$ cat config.mk
export PLATFORM = sky130hd
export DESIGN_NAME = mp3_stream_detector_core
export DESIGN_NICKNAME = d
export VERILOG_FILES = /design/src/design/msd_pkg.sv /design/src/design/msd_ctrl.sv /design/src/design/msd_datapath.sv /design/src/design/mp3_stream_detector_core.sv
export SDC_FILE = /design/constraint.sdc
export NUM_CORES = 1
export LEC_CHECK = 0
export BUFFER_PORTS_ARGS = -buffer_cell sky130_fd_sc_hd__buf_2
export CORE_UTILIZATION = 35
export DETAILED_ROUTE_END_ITERATION = 10
export GPL_TIMING_DRIVEN = 0
export PLACE_DENSITY_LB_ADDON = 0.08
export SYNTH_ARGS = -nofsm -noshare
export SYNTH_HDL_FRONTEND = slang
export SYNTH_SLANG_ARGS = --single-unit
$ cat constraint.sdc
create_clock -name clk -period 6.3 [get_ports clk]
set_clock_uncertainty 0.05 [all_clocks]
set_input_delay 0.315 -clock clk [delete_from_list [all_inputs] [get_ports clk]]
set_output_delay 0.315 -clock clk [all_outputs]
set_load 0.03 [all_outputs]
$ cat src/design/msd_pkg.sv
// Shared types and constants for the MPEG audio stream detector.
// Used by msd_ctrl, msd_datapath, the core top level and the checker.
package msd_pkg;

    // Offsets at or above this are never checked for a frame header
    localparam int SCAN_LIMIT    = 65536;
    // Mismatching headers tolerated before a "no" verdict
    localparam int COMPARE_LIMIT = 10;
    // Byte count saturates here
    localparam int POS_CAP       = SCAN_LIMIT + 4;
    localparam int POS_W         = $clog2(POS_CAP + 1);

    localparam int CNT_W         = 4;
    localparam int TAG_W         = 29;
    localparam int SKIP_W        = 29;

    // Stored file prefix (ID3v2 header length)
    localparam int PREFIX_LEN    = 10;
    localparam int PIDX_W        = $clog2(PREFIX_LEN);
    // Replay covers offsets 0..5 at most
    localparam int RP_W          = 3;
    localparam int RP_MAX_OFF    = 5;

    // Bytes skipped after a valid header (on top of the current offset)
    localparam int HDR_SKIP      = 3;
    // ID3v2 header and footer each add this many bytes
    localparam int ID3_HDR_LEN   = 10;
    // Byte count from which the window is checked in stream (offset 6 onward)
    localparam int STREAM_START  = 10;
    // Skip already consumed by offsets 0..5 at the tenth byte
    localparam int TAG_PRE_OFF   = 6;

    typedef logic [POS_W-1:0]  pos_t;
    typedef logic [SKIP_W-1:0] skip_t;
    typedef logic [TAG_W-1:0]  tag_t;

    typedef enum logic [1:0] {
        VD_NONE = 2'd0,
        VD_YES  = 2'd1,
        VD_NO   = 2'd2
    } verdict_t;

    // Commands from controller to datapath
    typedef struct packed {
        logic take;         // scan the accepted word
        logic replay_step;  // check the oldest stored prefix offset
        logic emit;         // load the result register
        logic clear_file;   // end of file: reset per-file state
        logic set_decided;  // verdict reached, ignore rest of file
    } cmd_t;

    // Status from datapath to controller
    typedef struct packed {
        logic     decided;
        logic     pos_is9;    // tenth byte of the file
        logic     pos_short;  // byte 5..9 of the file (count 4..8)
        logic     tag_found;  // ID3v2 tag present at the tenth byte
        logic     rp_done;    // current replay step is the final one
        logic     out_full;
        verdict_t verdict;
    } stat_t;

endpackage

$ cat src/design/msd_ctrl.sv
// Controller for the MPEG audio stream detector: byte handshake,
// prefix replay sequencing and verdict emission. Uses msd_pkg.
module msd_ctrl
(
    input  logic             clk,
    input  logic             rst_n,
    input  logic             byte_valid,
    output logic             byte_ready,
    input  logic             last_byte,
    input  logic             result_ready,
    input  msd_pkg::stat_t   stat,
    output msd_pkg::cmd_t    cmd
);

    typedef enum logic [1:0] {
        ST_RUN    = 2'b01,
        ST_REPLAY = 2'b10
    } state_t;

    state_t state_reg, state_next;
    logic   last_reg, last_next;
    logic   acc;

    // Take a word when running and the result slot is free or draining
    assign byte_ready = (state_reg == ST_RUN) && (!stat.out_full || result_ready);
    assign acc        = byte_valid && byte_ready;

    // Next state and command decode
    always_comb
    begin
        state_next = state_reg;
        last_next  = last_reg;
        cmd        = '0;
        case (state_reg)
            ST_RUN:
            begin
                if (acc)
                begin
                    if (stat.decided)
                    begin
                        cmd.clear_file = last_byte;
                    end
                    else
                    begin
                        cmd.take = 1'b1;
                        if ((stat.pos_is9 && !stat.tag_found) ||
                            (last_byte && stat.pos_short))
                        begin
                            state_next = ST_REPLAY;
                            last_next  = last_byte;
                        end
                        else if ((stat.verdict != msd_pkg::VD_NONE) || last_byte)
                        begin
                            cmd.emit        = 1'b1;
                            cmd.clear_file  = last_byte;
                            cmd.set_decided = !last_byte;
                        end
                    end
                end
            end
            ST_REPLAY:
            begin
                cmd.replay_step = 1'b1;
                if ((stat.verdict != msd_pkg::VD_NONE) || stat.rp_done)
                begin
                    state_next = ST_RUN;
                    if ((stat.verdict != msd_pkg::VD_NONE) || last_reg)
                    begin
                        cmd.emit        = 1'b1;
                        cmd.clear_file  = last_reg;
                        cmd.set_decided = !last_reg;
                    end
                end
            end
            default:
            begin
                state_next = ST_RUN;
            end
        endcase
    end

    always_ff @(posedge clk or negedge rst_n)
    begin
        if (!rst_n)
        begin
            state_reg <= ST_RUN;
            last_reg  <= 1'b0;
        end
        else
        begin
            state_reg <= state_next;
            last_reg  <= last_next;
        end
    end

endmodule

$ cat src/design/msd_datapath.sv
// Datapath for the MPEG audio stream detector: prefix store, byte window,
// header check unit, per-file counters and the result register. Uses msd_pkg.
module msd_datapath
(
    input  logic                        clk,
    input  logic                        rst_n,
    input  msd_pkg::cmd_t               cmd,
    input  logic [7:0]                  data_byte,
    input  logic                        result_ready,
    output msd_pkg::stat_t              stat,
    output logic                        result_valid,
    output logic                        is_mp3,
    output logic [msd_pkg::TAG_W-1:0]   tag_length
);

    localparam msd_pkg::pos_t POS_4    = msd_pkg::POS_W'(4);
    localparam msd_pkg::pos_t POS_8    = msd_pkg::POS_W'(8);
    localparam msd_pkg::pos_t POS_9    = msd_pkg::POS_W'(9);
    localparam msd_pkg::pos_t POS_STRM = msd_pkg::POS_W'(msd_pkg::STREAM_START);
    localparam msd_pkg::pos_t POS_PRE  = msd_pkg::POS_W'(msd_pkg::PREFIX_LEN);
    localparam msd_pkg::pos_t POS_MAX  = msd_pkg::POS_W'(msd_pkg::POS_CAP);

    // Frame header validity on its first three bytes
    function automatic logic hdr_ok(input logic [7:0] b0, input logic [7:0] b1,
                                    input logic [7:0] b2);
        hdr_ok = (b0 == 8'hFF) &&
                 (((b1 & 8'hF0) == 8'hF0) || ((b1 & 8'hFE) == 8'hE2)) &&
                 (b1[2:1] != 2'd0) &&
                 (b2[7:4] != 4'hF) &&
                 (b2[3:2] != 2'd3);
    endfunction

    // Same version, layer, sample rate and free-format property
    function automatic logic hdr_match(input logic [15:0] f, input logic [7:0] b1,
                                       input logic [7:0] b2);
        hdr_match = (((f[15:8] ^ b1) & 8'hFE) == 8'h00) &&
                    (((f[7:0] ^ b2) & 8'h0C) == 8'h00) &&
                    ((f[7:4] == 4'h0) == (b2[7:4] == 4'h0));
    endfunction

    // Storage
    logic [7:0]                 prefix_reg [msd_pkg::PREFIX_LEN];
    logic [31:0]                win_reg, win_next;
    logic [15:0]                first_reg, first_next;
    logic                       have_first_reg, have_first_next;
    logic [msd_pkg::CNT_W-1:0]  cnt_reg, cnt_next;
    msd_pkg::pos_t              pos_reg, pos_next;
    msd_pkg::skip_t             skip_reg, skip_next;
    logic                       decided_reg, decided_next;
    msd_pkg::tag_t              tag_reg, tag_next;
    logic [msd_pkg::RP_W-1:0]   rp_cnt_reg, rp_cnt_next;
    logic [msd_pkg::RP_W-1:0]   rp_last_reg, rp_last_next;
    logic                       out_valid_reg, out_valid_next;
    logic                       out_mp3_reg, out_mp3_next;
    msd_pkg::tag_t              out_tag_reg, out_tag_next;

    logic                       id3_ok;
    msd_pkg::tag_t              tag_sum;
    msd_pkg::tag_t              tag_now;
    logic                       pos_is9;
    logic                       chk_en;
    logic [7:0]                 chk_b0, chk_b1, chk_b2;
    msd_pkg::verdict_t          verdict;

    assign pos_is9 = (pos_reg == POS_9);

    // ID3v2 tag length, prefix bytes 0..8 plus the incoming tenth byte
    assign id3_ok = (prefix_reg[0] == 8'h49) && (prefix_reg[1] == 8'h44) &&
                    (prefix_reg[2] == 8'h33) && (prefix_reg[5][3:0] == 4'h0) &&
                    !(prefix_reg[6][7] | prefix_reg[7][7] | prefix_reg[8][7] |
                      data_byte[7]);
    assign tag_sum = {1'b0, prefix_reg[6][6:0], prefix_reg[7][6:0],
                      prefix_reg[8][6:0], data_byte[6:0]} +
                     (prefix_reg[5][4] ? msd_pkg::TAG_W'(2 * msd_pkg::ID3_HDR_LEN)
                                       : msd_pkg::TAG_W'(msd_pkg::ID3_HDR_LEN));
    assign tag_now = id3_ok ? tag_sum : '0;

    // Check unit source: oldest prefix bytes on replay, window otherwise
    assign chk_b0 = cmd.replay_step ? prefix_reg[0] : win_reg[31:24];
    assign chk_b1 = cmd.replay_step ? prefix_reg[1] : win_reg[23:16];
    assign chk_b2 = cmd.replay_step ? prefix_reg[2] : win_reg[15:8];
    assign chk_en = cmd.replay_step ||
                    (cmd.take && (pos_reg >= POS_STRM) && (pos_reg < POS_MAX));

    // Status
    assign stat.decided   = decided_reg;
    assign stat.pos_is9   = pos_is9;
    assign stat.pos_short = (pos_reg >= POS_4) && (pos_reg <= POS_8);
    assign stat.tag_found = (tag_now != '0);
    assign stat.rp_done   = (rp_cnt_reg == rp_last_reg);
    assign stat.out_full  = out_valid_reg;
    assign stat.verdict   = verdict;

    // Header check, per-file bookkeeping and result register
    always_comb
    begin
        win_next        = win_reg;
        first_next      = first_reg;
        have_first_next = have_first_reg;
        cnt_next        = cnt_reg;
        pos_next        = pos_reg;
        skip_next       = skip_reg;
        decided_next    = decided_reg;
        tag_next        = tag_reg;
        rp_cnt_next     = rp_cnt_reg;
        rp_last_next    = rp_last_reg;
        out_valid_next  = out_valid_reg;
        out_mp3_next    = out_mp3_reg;
        out_tag_next    = out_tag_reg;
        verdict         = msd_pkg::VD_NONE;

        if (chk_en)
        begin
            if (skip_reg != '0)
            begin
                skip_next = skip_reg - 1'b1;
            end
            else if (hdr_ok(chk_b0, chk_b1, chk_b2))
            begin
                if (!have_first_reg)
                begin
                    have_first_next = 1'b1;
                    first_next      = {chk_b1, chk_b2};
                    skip_next       = msd_pkg::SKIP_W'(msd_pkg::HDR_SKIP);
                end
                else if (hdr_match(first_reg, chk_b1, chk_b2))
                begin
                    verdict = msd_pkg::VD_YES;
                end
                else if (cnt_reg < msd_pkg::CNT_W'(msd_pkg::COMPARE_LIMIT))
                begin
                    cnt_next  = cnt_reg + 1'b1;
                    skip_next = msd_pkg::SKIP_W'(msd_pkg::HDR_SKIP);
                end
                else
                begin
                    verdict = msd_pkg::VD_NO;
                end
            end
        end

        if (cmd.take)
        begin
            win_next = {win_reg[23:0], data_byte};
            if (pos_reg < POS_MAX)
            begin
                pos_next = pos_reg + 1'b1;
            end
            if (pos_is9)
            begin
                tag_next = tag_now;
                if (tag_now != '0)
                begin
                    skip_next = tag_now - msd_pkg::TAG_W'(msd_pkg::TAG_PRE_OFF);
                end
            end
            rp_cnt_next  = '0;
            rp_last_next = pos_is9 ? msd_pkg::RP_W'(msd_pkg::RP_MAX_OFF)
                                   : pos_reg[msd_pkg::RP_W-1:0] - POS_4[msd_pkg::RP_W-1:0];
        end

        if (cmd.replay_step)
        begin
            rp_cnt_next = rp_cnt_reg + 1'b1;
        end

        if (cmd.set_decided)
        begin
            decided_next = 1'b1;
        end

        if (cmd.clear_file)
        begin
            have_first_next = 1'b0;
            cnt_next        = '0;
            pos_next        = '0;
            skip_next       = '0;
            decided_next    = 1'b0;
            tag_next        = '0;
        end

        if (cmd.emit)
        begin
            out_valid_next = 1'b1;
            out_mp3_next   = (verdict == msd_pkg::VD_YES);
            out_tag_next   = (cmd.take && pos_is9) ? tag_now : tag_reg;
        end
        else if (result_ready)
        begin
            out_valid_next = 1'b0;
        end
    end

    // Control registers
    always_ff @(posedge clk or negedge rst_n)
    begin
        if (!rst_n)
        begin
            have_first_reg <= 1'b0;
            cnt_reg        <= '0;
            pos_reg        <= '0;
            skip_reg       <= '0;
            decided_reg    <= 1'b0;
            tag_reg        <= '0;
            rp_cnt_reg     <= '0;
            rp_last_reg    <= '0;
            out_valid_reg  <= 1'b0;
        end
        else
        begin
            have_first_reg <= have_first_next;
            cnt_reg        <= cnt_next;
            pos_reg        <= pos_next;
            skip_reg       <= skip_next;
            decided_reg    <= decided_next;
            tag_reg        <= tag_next;
            rp_cnt_reg     <= rp_cnt_next;
            rp_last_reg    <= rp_last_next;
            out_valid_reg  <= out_valid_next;
        end
    end

    // Payload registers
    always_ff @(posedge clk)
    begin
        win_reg     <= win_next;
        first_reg   <= first_next;
        out_mp3_reg <= out_mp3_next;
        out_tag_reg <= out_tag_next;
    end

    // Prefix store: written in file order, shifted down one byte per replay step
    always_ff @(posedge clk)
    begin
        if (cmd.take && (pos_reg < POS_PRE))
        begin
            prefix_reg[pos_reg[msd_pkg::PIDX_W-1:0]] <= data_byte;
        end
        else if (cmd.replay_step)
        begin
            for (int k = 0; k < msd_pkg::PREFIX_LEN - 1; k++)
            begin
                prefix_reg[k] <= prefix_reg[k + 1];
            end
        end
    end

    assign result_valid = out_valid_reg;
    assign is_mp3       = out_mp3_reg;
    assign tag_length   = out_tag_reg;

endmodule

$ cat src/design/mp3_stream_detector_core.sv
// Top level of the MPEG audio stream detector.
// Instantiates msd_ctrl and msd_datapath; types from msd_pkg.
//
// Takes a file one byte word per cycle and gives one verdict word per file:
// is_mp3 is 1 once two frame headers agree on version, layer, sample rate and
// free-format, and tag_length gives the bytes of a leading ID3v2 tag (0 if
// none). A verdict comes out when it is reached or at the last byte; the rest
// of a decided file is still accepted at one word per cycle and dropped.
// Bytes flow without a pause, except in two places where the check unit walks
// the stored ten-byte prefix one offset per cycle with input held off: at the
// tenth byte of a file with no ID3v2 tag (offsets 0 to 5 at most) and at the
// last byte of a file of 5 to 9 bytes (offsets 0 to its length minus 5). A
// new word is accepted while the result register is empty or being drained.
module mp3_stream_detector_core
(
    input  logic                        clk,
    input  logic                        rst_n,
    input  logic                        byte_valid,
    output logic                        byte_ready,
    input  logic [7:0]                  data_byte,
    input  logic                        last_byte,
    output logic                        result_valid,
    input  logic                        result_ready,
    output logic                        is_mp3,
    output logic [msd_pkg::TAG_W-1:0]   tag_length
);

    msd_pkg::cmd_t  cmd;
    msd_pkg::stat_t stat;

    msd_ctrl u_ctrl
    (
        .clk          (clk),
        .rst_n        (rst_n),
        .byte_valid   (byte_valid),
        .byte_ready   (byte_ready),
        .last_byte    (last_byte),
        .result_ready (result_ready),
        .stat         (stat),
        .cmd          (cmd)
    );

    msd_datapath u_dp
    (
        .clk          (clk),
        .rst_n        (rst_n),
        .cmd          (cmd),
        .data_byte    (data_byte),
        .result_ready (result_ready),
        .stat         (stat),
        .result_valid (result_valid),
        .is_mp3       (is_mp3),
        .tag_length   (tag_length)
    );

endmodule

# After elaboration in Yosys (flattened, before gate mapping)
# Memory sizes are Yosys's and may differ from the RTL's.
# Cells that the tools add are included.
[totals]
register_bits = 169
ramBits = 80
inputBits = 13
output_inout_bits = 32
elab_cells = 187
memories = 1
[memory_table]
columns = ["name", "words", "width", "read_ports", "rd_clocked_by_memory_dff", "write_ports", "line_no", "rtl"]
rows = [
  ["u_dp.prefix_reg", 10, 8, 10, 0, 9, "msd_datapath.sv:42", "logic [7:0] prefix_reg [msd_pkg::PREFIX_LEN];"],
]
[op_classes]
add_sub_neg = 7
n_lt_le_gt_ge = 6
n_eq_ne = 20
n_mux = 72
bitwise = 8
reduce_logical = 58
[op_table]
columns = ["op", "count"]
rows = [
  ["$mux 29", 15],
  ["$reduce_bool 29->1", 2],
  ["$mux 17", 3],
  ["$mux 4", 8],
  ["$mux 8", 4],
  ["$add 28x29->29", 1],
  ["$sub 29x1->29 const B", 1],
  ["$sub 29x3->29 const B", 1],
  ["$mux 3", 8],
  ["$reduce_bool 2->1", 12],
  ["$mux 1", 21],
  ["$mux 2", 10],
  ["$logic_and 1x1->1", 19],
  ["$add 17x1->17 const B", 1],
  ["$eq 17x4->1 const B", 1],
  ["$ge 17x3->1 const B", 1],
  ["$ge 17x4->1 const B", 1],
  ["$le 17x4->1 const B", 1],
  ["$lt 17x17->1 const B", 1],
  ["$lt 17x4->1 const B", 1],
  ["$eq 8x7->1 const B", 2],
  ["$logic_not 8->1", 2],
  ["$logic_not 4->1", 3],
  ["$reduce_and 4->1", 3],
  ["other kinds (28)", 49],
]

# Logic depth before layout (Yosys ltp)
# Gate-level depths: netlist of run 1.
[logic_depth]
word_depth = 21
depth_mapped = 15
mapped_depth_nobuf = 12

# By module
# A second synthesis of run 1 with hierarchy kept.
[hier_totals]
cells_unflattened = 1173
area_unflattened_um2 = 12844.8
[by_module_without_submodules]
columns = ["module", "n_inst", "cells_each", "area_each_um2", "seq_area_each_um2"]
rows = [
  ["msd_datapath", 1, 1136, 12528.3, 6856.6],
  ["msd_ctrl", 1, 37, 316.6, 76.3],
]

# Worst setup path before layout of run 1
# OpenSTA, ideal clock, no wires.
[synth_path]
path_type = "register to register"
start = "memory u_dp.prefix_reg[5][4]"
end = "register u_dp.out_mp3_reg (netlist: u_dp.is_mp3), enable pin"
setup_ps = 427
t_arrival_ps = 4311
t_required_ps = 5823
path_slack_ps = 1512
path_stages_with_launch = 13
path_buffers = 1
period_less_slack_ps = 4788
path_cell_list = "edfxtp_1 -> inv_1 -> ha_1 -> fa_1 -> a21o_1 -> a21oi_1 -> nor3_1 -> o21a_1 -> and4_1 -> clkbuf_1 -> a31oi_1 -> o211ai_1 -> a21oi_1"
[synth_rtl]
columns = ["element", "line_no", "rtl"]
rows = [
  ["start: declaration", "msd_datapath.sv:42", ""],
  ["end signal: assignment", "msd_datapath.sv:228", "out_mp3_reg <= out_mp3_next;"],
  ["end: declaration", "msd_datapath.sv:54", "logic out_mp3_reg, out_mp3_next;"],
]

==> results of run 1 <==
layout by cell type, fill, tap and decap left out, types with 13 or more instances in the layout:
cell type	instances
nand2_1	85
o31ai_1	16
o21ai_0	24
a21o_1	87
edfxtp_1	155
nand4_1	21
dfrtp_1	90
nor2b_1	37
ha_1	14
clkbuf_16	29
and3_1	13
xnor2_1	38
inv_1	23
nor4_1	16
xor2_1	55
a211oi_1	18
mux2_2	15
buf_2	56
a21oi_1	31
nand3_1	39
clkbuf_1	54
nor2_1	106
nor3_1	41
worst max-delay path by stage:
stage / to / slack (ns) / cells after the start
after global placement: u_dp.tag_length[27] / -0.15 / 12
after floorplan: u_dp.is_mp3 / 1.51 / 12
after CTS: u_dp.prefix_reg[7][5] / 1.48 / 10
after global routing: u_dp.skip_reg[5] / 1.24 / 13
after detailed placement: u_dp.prefix_reg[7][5] / 1.47 / 10
final: u_dp.skip_reg[5] / 1.42 / 13
area by class of cell:
type	count	area share [%]
Clock buffer	37	5.32
Tap cell	455	3.96
Timing Repair Buffer	54	2.43
Inverter	24	0.626
Buffer	67	2.06
Sequential cell	246	48.2
Clock inverter	17	1.03
Multi-Input combinational cell	798	36.4
power by group:
group / total (mW) / leakage, nW / switching (mW) / internal [mW]
clock: 1.61 / 0.448 / 0.667 / 0.941
combinational: 1.29 / 2.77 / 0.829 / 0.458
sequential: 2.25 / 2.67 / 0.191 / 2.06
total: 5.15 / 5.89 / 1.69 / 3.46
routing by layer:
layer  vias to the layer above  wire length (um)  global-route usage (%)  share of wire [%]
met3                        51              1520                    2.11                4.2
met5                         -                 0                       0                  0
met1                      4564             17300                    29.3                 48
met4                         0               810                    5.25                2.3
li1                       4328                 -                       -                  -
met2                       219             16200                    32.1                 45
cell families (layout without fill, tap and decap cells):
kind of cell               Yosys count  count (layout)
and+or+nand+nor                    425             425
DFF                                246             246
AOI/OAI and AO/OA                  243             243
xor gates and xnor gates            93              93
buffers and inverters               91             199
muxes                               22              22
adders and majority gates           15              15
Yosys cell counts (all sizes together), types with 10 or more instances:
| master | number |
|---|---|
| a31oi | 11 |
| or4 | 10 |
| nor2b | 37 |
| nand4 | 22 |
| xnor2 | 38 |
| a21o | 87 |
| nor3 | 41 |
| nand3 | 39 |
| a311oi | 10 |
| o21ai | 25 |
| nor4 | 18 |
| and3 | 13 |
| mux2 | 15 |
| dfrtp | 90 |
| xor2 | 55 |
| a211oi | 19 |
| clkbuf | 49 |
| buf | 18 |
| nor2 | 107 |
| a21oi | 34 |
| inv | 23 |
| edfxtp | 155 |
| o31ai | 16 |
| nand2 | 85 |
| ha | 14 |
stage by stage:
stage	total power [mW]	cell area (um^2)	setup WS [ns]	util, %
floorplan	3.15	12500	1.51	-
global placement	3.56	13300	-0.148	38.2
detailed placement	3.57	13400	1.47	38.4
CTS	5.21	14400	1.48	41.2
global route	5.43	14400	1.24	41.2
finish	5.15	14400	1.42	41.2
what timing repair did:
| action | in CTS | in global routing |
|---|---|---|
| setup buffers | 0 | 0 |
| setup endpoints to repair | 0 | 0 |
| endpoints found under the hold margin | 40 | 0 |
| hold buffers | 6 | 0 |
==> flow_results.xml, run 1 <==
<?xml version="1.0" encoding="UTF-8"?>
<metrics>
  <group name="detailed_routing">
    <metric name="vias_per_cell" unit="">5.40</metric>
    <metric name="drt_first_pass_iters" unit="">5</metric>
    <metric name="number_of_design_rule_violations_left_after_detail_routing" unit="">0</metric>
    <metric name="initialDrtViolationCount" unit="">637</metric>
    <metric name="routedWlPerCell" unit="um">21.1</metric>
    <metric name="routed-via-count" unit="">9162</metric>
    <metric name="detail_route.wirelength" unit="mm">35.8</metric>
    <metric name="route.antenna.remaining_nets" unit="">0</metric>
  </group>
  <group name="final_layout">
    <metric name="instances_no_fill" unit="">1698</metric>
    <metric name="sequential_cell_area" unit="um^2">6930</metric>
    <metric name="multi_input_area" unit="um^2">5230</metric>
    <metric name="area_delta_synth_final" unit="%">14.8</metric>
    <metric name="fillerInstances" unit="">3414</metric>
    <metric name="largest_reg_flops" unit="">80</metric>
    <metric name="diodes" unit="">0</metric>
    <metric name="finalNetCount" unit="">1248</metric>
    <metric name="layout-drive-gt1-share" unit="%">12.3</metric>
  </group>
  <group name="clock_network">
    <metric name="clock-sinks" unit="">246</metric>
    <metric name="cts.repair.resized" unit="">0</metric>
    <metric name="htreeDepth" unit="">1</metric>
    <metric name="clk_path_buf_depth" unit="">3</metric>
    <metric name="cts_buffers" unit="">29</metric>
    <metric name="worst_skew_pair.late_latency" unit="ns">0.55</metric>
    <metric name="clock_input_transition_at_the_sequential_cells_of_the_worst_setup_and_hold_paths" unit="ns">0.06</metric>
    <metric name="tritoncts_clock_tree" unit="">yes</metric>
    <metric name="root_cell_of_the_clock_tree" unit="">clkbuf_16</metric>
  </group>
  <group name="timing">
    <metric name="timing.setup.tns" unit="ns">0</metric>
    <metric name="final-setup-viol-count" unit="">0</metric>
    <metric name="final_clock_period_utilization_by_the_worst_path" unit="%">77.4</metric>
    <metric name="fmax" unit="MHz">205</metric>
    <metric name="worst_pin_slew" unit="ns">0.975</metric>
    <metric name="count_of_endpoints_failing_hold_in_the_final_timing_report" unit="">0</metric>
    <metric name="slew_headroom" unit="%">34.5</metric>
    <metric name="rsz0062_at_grt" unit="">false</metric>
    <metric name="timing.hold.ws" unit="ns">0.0160</metric>
    <metric name="timing_max_transition_violations_final" unit="">0</metric>
    <metric name="min_period" unit="ns">4.88</metric>
  </group>
  <group name="logic_synthesis">
    <metric name="synth_top_family_by_area" unit="">simple AND/OR/NAND/NOR gates</metric>
    <metric name="synthesis.area" unit="um^2">12500</metric>
    <metric name="synth_compound_area_share" unit="%">14.0</metric>
    <metric name="synthDistinctLibCells" unit="">79</metric>
    <metric name="synthesis.instances" unit="">1135</metric>
    <metric name="area_share_of_fa_ha_maj_cells_after_synthesis" unit="%">1.56</metric>
    <metric name="post_synth.cell_area_avg" unit="um^2">11.0</metric>
    <metric name="yosysSeqAreaShare" unit="%">55.3</metric>
    <metric name="syn-num-nets" unit="">1163</metric>
    <metric name="synthMuxAreaShare" unit="%">1.91</metric>
    <metric name="postSynth.topFlopCell" unit="">edfxtp_1</metric>
    <metric name="synth_top_cell_area_share" unit="%">37.1</metric>
    <metric name="synth-xor-area-share" unit="%">6.50</metric>
    <metric name="postSynth.asyncResetShare" unit="%">37.0</metric>
    <metric name="post_synthesis_simple_gate_area_fraction" unit="%">17.6</metric>
    <metric name="post-synth-top-area-cell" unit="">edfxtp_1</metric>
    <metric name="flop_and_latch_count_out_of_synthesis" unit="">246</metric>
    <metric name="ys_warn_count" unit="">0</metric>
    <metric name="yosys-top-cells-area" unit="">edfxtp_1, dfrtp_1, a21o_1, xor2_1, nor2_1</metric>
    <metric name="number_of_enable_type_register_cells_in_the_synthesized_netlist" unit="">155</metric>
  </group>
  <group name="worst_setup_path">
    <metric name="r2r.worst_path.cells" unit="">13</metric>
    <metric name="critical-path-slowest-cell" unit="">a21oi_1</metric>
    <metric name="worst_r2r_startpoint" unit="">u_dp.prefix_reg[5][4]</metric>
    <metric name="crit_arrival" unit="ns">5.24</metric>
    <metric name="critical_path_required" unit="ns">6.66</metric>
    <metric name="endpoint_of_the_most_critical_register_to_register_path" unit="">u_dp.skip_reg[5]</metric>
    <metric name="largest_stage_delay_worst_path" unit="ns">0.70</metric>
    <metric name="cp_cell_sequence" unit="">inv_1, ha_1, fa_1, a21o_1, a21oi_1, nor3_1, o21a_1, and4_1, clkbuf_1, a21oi_2, clkbuf_1, nor3b_1, nor3_1</metric>
    <metric name="critical_setup_path_kind" unit="">reg -&gt; reg</metric>
    <metric name="crit_path_max_fanout" unit="">10</metric>
    <metric name="buffers_inverters_on_critical_path" unit="">3</metric>
    <metric name="timing.critical_path.max_delay_family" unit="">compound AO/OA/AOI/OAI gates</metric>
    <metric name="rrSetupSlack" unit="ns">1.42</metric>
    <metric name="critical_path.startpoint" unit="">u_dp.prefix_reg[5][4]</metric>
    <metric name="setup.worst_path.end_class" unit="">flip-flop</metric>
    <metric name="crit_path_start_kind" unit="">flip-flop</metric>
  </group>
  <group name="global_route">
    <metric name="vias_in_the_first_global_route" unit="">9149</metric>
    <metric name="grt_start_max_net_pins" unit="">61</metric>
    <metric name="grt_pass1_wl" unit="mm">55.8</metric>
    <metric name="grt_antenna_before_repair" unit="">0</metric>
    <metric name="grt_overflow" unit="">0</metric>
    <metric name="total_grt_usage" unit="%">20.2</metric>
  </group>
  <group name="power">
    <metric name="irDropWorstVdd" unit="V">0.000215</metric>
    <metric name="power-per-cell-area" unit="nW/um^2">358</metric>
    <metric name="power_leakage" unit="nW">5.89</metric>
  </group>
  <group name="min_path">
    <metric name="classification_of_the_worst_slack_hold_path" unit="">in -&gt; reg</metric>
    <metric name="worst_hold_path.endpoint" unit="">u_dp.prefix_reg[9][2]</metric>
    <metric name="min_path_cells" unit="">1</metric>
    <metric name="worstHoldStart" unit="">data_byte[2]</metric>
  </group>
  <group name="placement">
    <metric name="placed_cells" unit="">1638</metric>
    <metric name="globalplace.congestion" unit="">0.876</metric>
    <metric name="dp_hpwl" unit="mm">26.1</metric>
    <metric name="portBuffers" unit="">44</metric>
  </group>
  <group name="die">
    <metric name="die_wd" unit="um">191</metric>
    <metric name="placementRows" unit="">68</metric>
    <metric name="io-pin-count" unit="">45</metric>
    <metric name="initial_core_util" unit="%">35.9</metric>
    <metric name="design.die.area" unit="um^2">36600</metric>
    <metric name="core-area" unit="um^2">34900</metric>
    <metric name="dieHeight" unit="um">191</metric>
  </group>
  <group name="flow_run">
    <metric name="max_cap_violation_count" unit="">0</metric>
  </group>
  <group name="status">
    <metric name="status" unit="">finished, final reports clean</metric>
  </group>
</metrics>
No activity file was read; power rests on OpenSTA's default activity.
==> run 2, diff against run 1 <==
==> constraint.sdc (replaced) <==
create_clock -name clk -period 4.3 [get_ports clk]
set_clock_uncertainty 0.05 [all_clocks]
set_input_delay 0.215 -clock clk [delete_from_list [all_inputs] [get_ports clk]]
set_output_delay 0.215 -clock clk [all_outputs]
set_load 0.03 [all_outputs]
==> flow_results.xml, run 2 (synthesized netlist as in run 1, its figures left out) <==
<?xml version="1.0" encoding="UTF-8"?>
<metrics>
  <group name="power">
    <metric name="power-per-cell-area" unit="nW/um^2">523</metric>
    <metric name="power_leakage" unit="nW">5.99</metric>
    <metric name="irDropWorstVdd" unit="V">0.000287</metric>
  </group>
  <group name="worst_setup_path">
    <metric name="critical_setup_path_kind" unit="">reg -&gt; reg</metric>
    <metric name="rrSetupSlack" unit="ns">0.005</metric>
    <metric name="setup.worst_path.end_class" unit="">flip-flop</metric>
    <metric name="crit_path_max_fanout" unit="">10</metric>
    <metric name="crit_path_start_kind" unit="">flip-flop</metric>
    <metric name="critical_path_required" unit="ns">4.70</metric>
    <metric name="crit_arrival" unit="ns">4.70</metric>
  </group>
  <group name="flow_run">
    <metric name="max_cap_violation_count" unit="">0</metric>
  </group>
  <group name="global_route">
    <metric name="grt_antenna_before_repair" unit="">0</metric>
    <metric name="grt_start_max_net_pins" unit="">64</metric>
    <metric name="grt_pass1_wl" unit="mm">55.9</metric>
    <metric name="vias_in_the_first_global_route" unit="">9213</metric>
    <metric name="total_grt_usage" unit="%">20.2</metric>
    <metric name="grt_overflow" unit="">0</metric>
  </group>
  <group name="die">
    <metric name="dieHeight" unit="um">191</metric>
    <metric name="initial_core_util" unit="%">35.9</metric>
    <metric name="io-pin-count" unit="">45</metric>
    <metric name="placementRows" unit="">68</metric>
    <metric name="die_wd" unit="um">191</metric>
    <metric name="design.die.area" unit="um^2">36600</metric>
    <metric name="core-area" unit="um^2">34900</metric>
  </group>
  <group name="detailed_routing">
    <metric name="routed-via-count" unit="">9232</metric>
    <metric name="number_of_design_rule_violations_left_after_detail_routing" unit="">0</metric>
    <metric name="routedWlPerCell" unit="um">21.1</metric>
    <metric name="detail_route.wirelength" unit="mm">35.9</metric>
    <metric name="drt_first_pass_iters" unit="">5</metric>
    <metric name="route.antenna.remaining_nets" unit="">0</metric>
    <metric name="vias_per_cell" unit="">5.42</metric>
    <metric name="initialDrtViolationCount" unit="">617</metric>
  </group>
  <group name="timing">
    <metric name="final-setup-viol-count" unit="">0</metric>
    <metric name="worst_pin_slew" unit="ns">0.915</metric>
    <metric name="timing_max_transition_violations_final" unit="">0</metric>
    <metric name="slew_headroom" unit="%">38.5</metric>
    <metric name="min_period" unit="ns">4.30</metric>
    <metric name="count_of_endpoints_failing_hold_in_the_final_timing_report" unit="">0</metric>
    <metric name="fmax" unit="MHz">233</metric>
    <metric name="final_clock_period_utilization_by_the_worst_path" unit="%">99.9</metric>
    <metric name="rsz0062_at_grt" unit="">true</metric>
  </group>
  <group name="final_layout">
    <metric name="postLayoutCoreUtil" unit="%">41.9</metric>
    <metric name="sequential_cell_area" unit="um^2">6930</metric>
    <metric name="finalNetCount" unit="">1255</metric>
    <metric name="instances_no_fill" unit="">1704</metric>
    <metric name="area_delta_synth_final" unit="%">16.6</metric>
    <metric name="multi_input_area" unit="um^2">5370</metric>
    <metric name="largest_reg_flops" unit="">80</metric>
    <metric name="final_common_cell" unit="">edfxtp_1</metric>
    <metric name="final_cell_mix" unit="">edfxtp_1, nor2_1, dfrtp_1</metric>
    <metric name="layout-drive-gt1-share" unit="%">14.0</metric>
    <metric name="fillerInstances" unit="">3406</metric>
  </group>
  <group name="clock_network">
    <metric name="clk_path_buf_depth" unit="">3</metric>
    <metric name="clock_input_transition_at_the_sequential_cells_of_the_worst_setup_and_hold_paths" unit="ns">0.06</metric>
    <metric name="worst_skew_pair.late_latency" unit="ns">0.54</metric>
    <metric name="cts_buffers" unit="">28</metric>
    <metric name="htreeDepth" unit="">1</metric>
    <metric name="clock-sinks" unit="">246</metric>
    <metric name="tritoncts_clock_tree" unit="">yes</metric>
    <metric name="root_cell_of_the_clock_tree" unit="">clkbuf_16</metric>
  </group>
  <group name="placement">
    <metric name="globalplace.congestion" unit="">0.881</metric>
    <metric name="dp_hpwl" unit="mm">26.0</metric>
    <metric name="portBuffers" unit="">44</metric>
    <metric name="placed_cells" unit="">1638</metric>
  </group>
  <group name="min_path">
    <metric name="classification_of_the_worst_slack_hold_path" unit="">in -&gt; reg</metric>
  </group>
  <group name="status">
    <metric name="status" unit="">finished, final reports clean</metric>
  </group>
</metrics>
run 2: path summary, 6_finish.rpt:
| kind | startpoint | end | cells after the start |
|---|---|---|---|
| max | u_dp.prefix_reg[5][4] | u_dp.skip_reg[21] | 12 |
| min | result_ready | u_dp.result_valid | 3 |
| max reg2reg | u_dp.prefix_reg[5][4] | u_dp.skip_reg[21] | 12 |
| min reg2reg | u_dp.win_reg[5] | u_dp.win_reg[13] | 0 |
| max in group asynchronous | rst_n | u_dp.tag_reg[24] | 3 |
| min in group asynchronous | rst_n | u_dp.skip_reg[20] | 2 |
run 2: area by class of cell:
class / instances / share of cell area, %
Antenna cell: 1 / 0.0171
Sequential cell: 246 / 47.4
Tap cell: 455 / 3.90
Clock inverter: 12 / 0.950
Clock buffer: 39 / 5.36
Buffer: 66 / 2.06
Multi-Input combinational cell: 798 / 36.7
Inverter: 24 / 0.634
Timing Repair Buffer: 63 / 2.92
run 2: through the flow:
step / setup slack [ns] / setup TNS [ns] / power (mW) / instance area [um^2] / hold slack (ns)
after floorplan: 0.0785 / 0 / 4.61 / 12500 / -0.131
after global routing: -0.0693 / -0.0983 / 8.05 / 14600 / 0.0498
after detailed placement: -0.542 / -45.55 / 5.24 / 13400 / 0.138
final: 0.00464 / 0 / 7.64 / 14600 / 0.0236
after CTS: 0.00797 / 0 / 7.69 / 14500 / 0.000665
after global placement: -1.24 / -83.54 / 5.20 / 13300 / 0.354
run 2: per-layer routing:
layer  wire (um)  global-route usage (%)  vias to the layer above
met5           0                       0                        -
met4         911                    5.46                        0
met3        1550                    3.03                       62
met2       15900                    31.3                      218
met1       17500                    29.3                     4596
li1            -                       -                     4356
run 2: repair_timing:
item,in CTS,in global routing
resized for setup,13,22
hold buffers,10,0
pin swaps,1,4
buffers inserted,0,5
endpoints found under the hold margin,79,0
endpoints found under the setup margin,207,173
run 2: critical path: stages (launching register included):
cell	delay, ns
edfxtp_1	0.50
inv_1	0.11
ha_1	0.24
fa_1	0.46
a21o_1	0.26
a21o_1	0.19
a2111oi_0	0.67
o21ai_0	0.29
a21oi_2	0.53
nand4_1	0.21
o22a_1	0.21
a22o_1	0.24
a211oi_1	0.23
run 2: report_power, final:
group	internal, mW	switching [mW]	total (mW)
Clock	1.45	0.972	2.42
Sequential	3.02	0.276	3.30
Combinational	0.684	1.24	1.93
Total	5.15	2.49	7.64
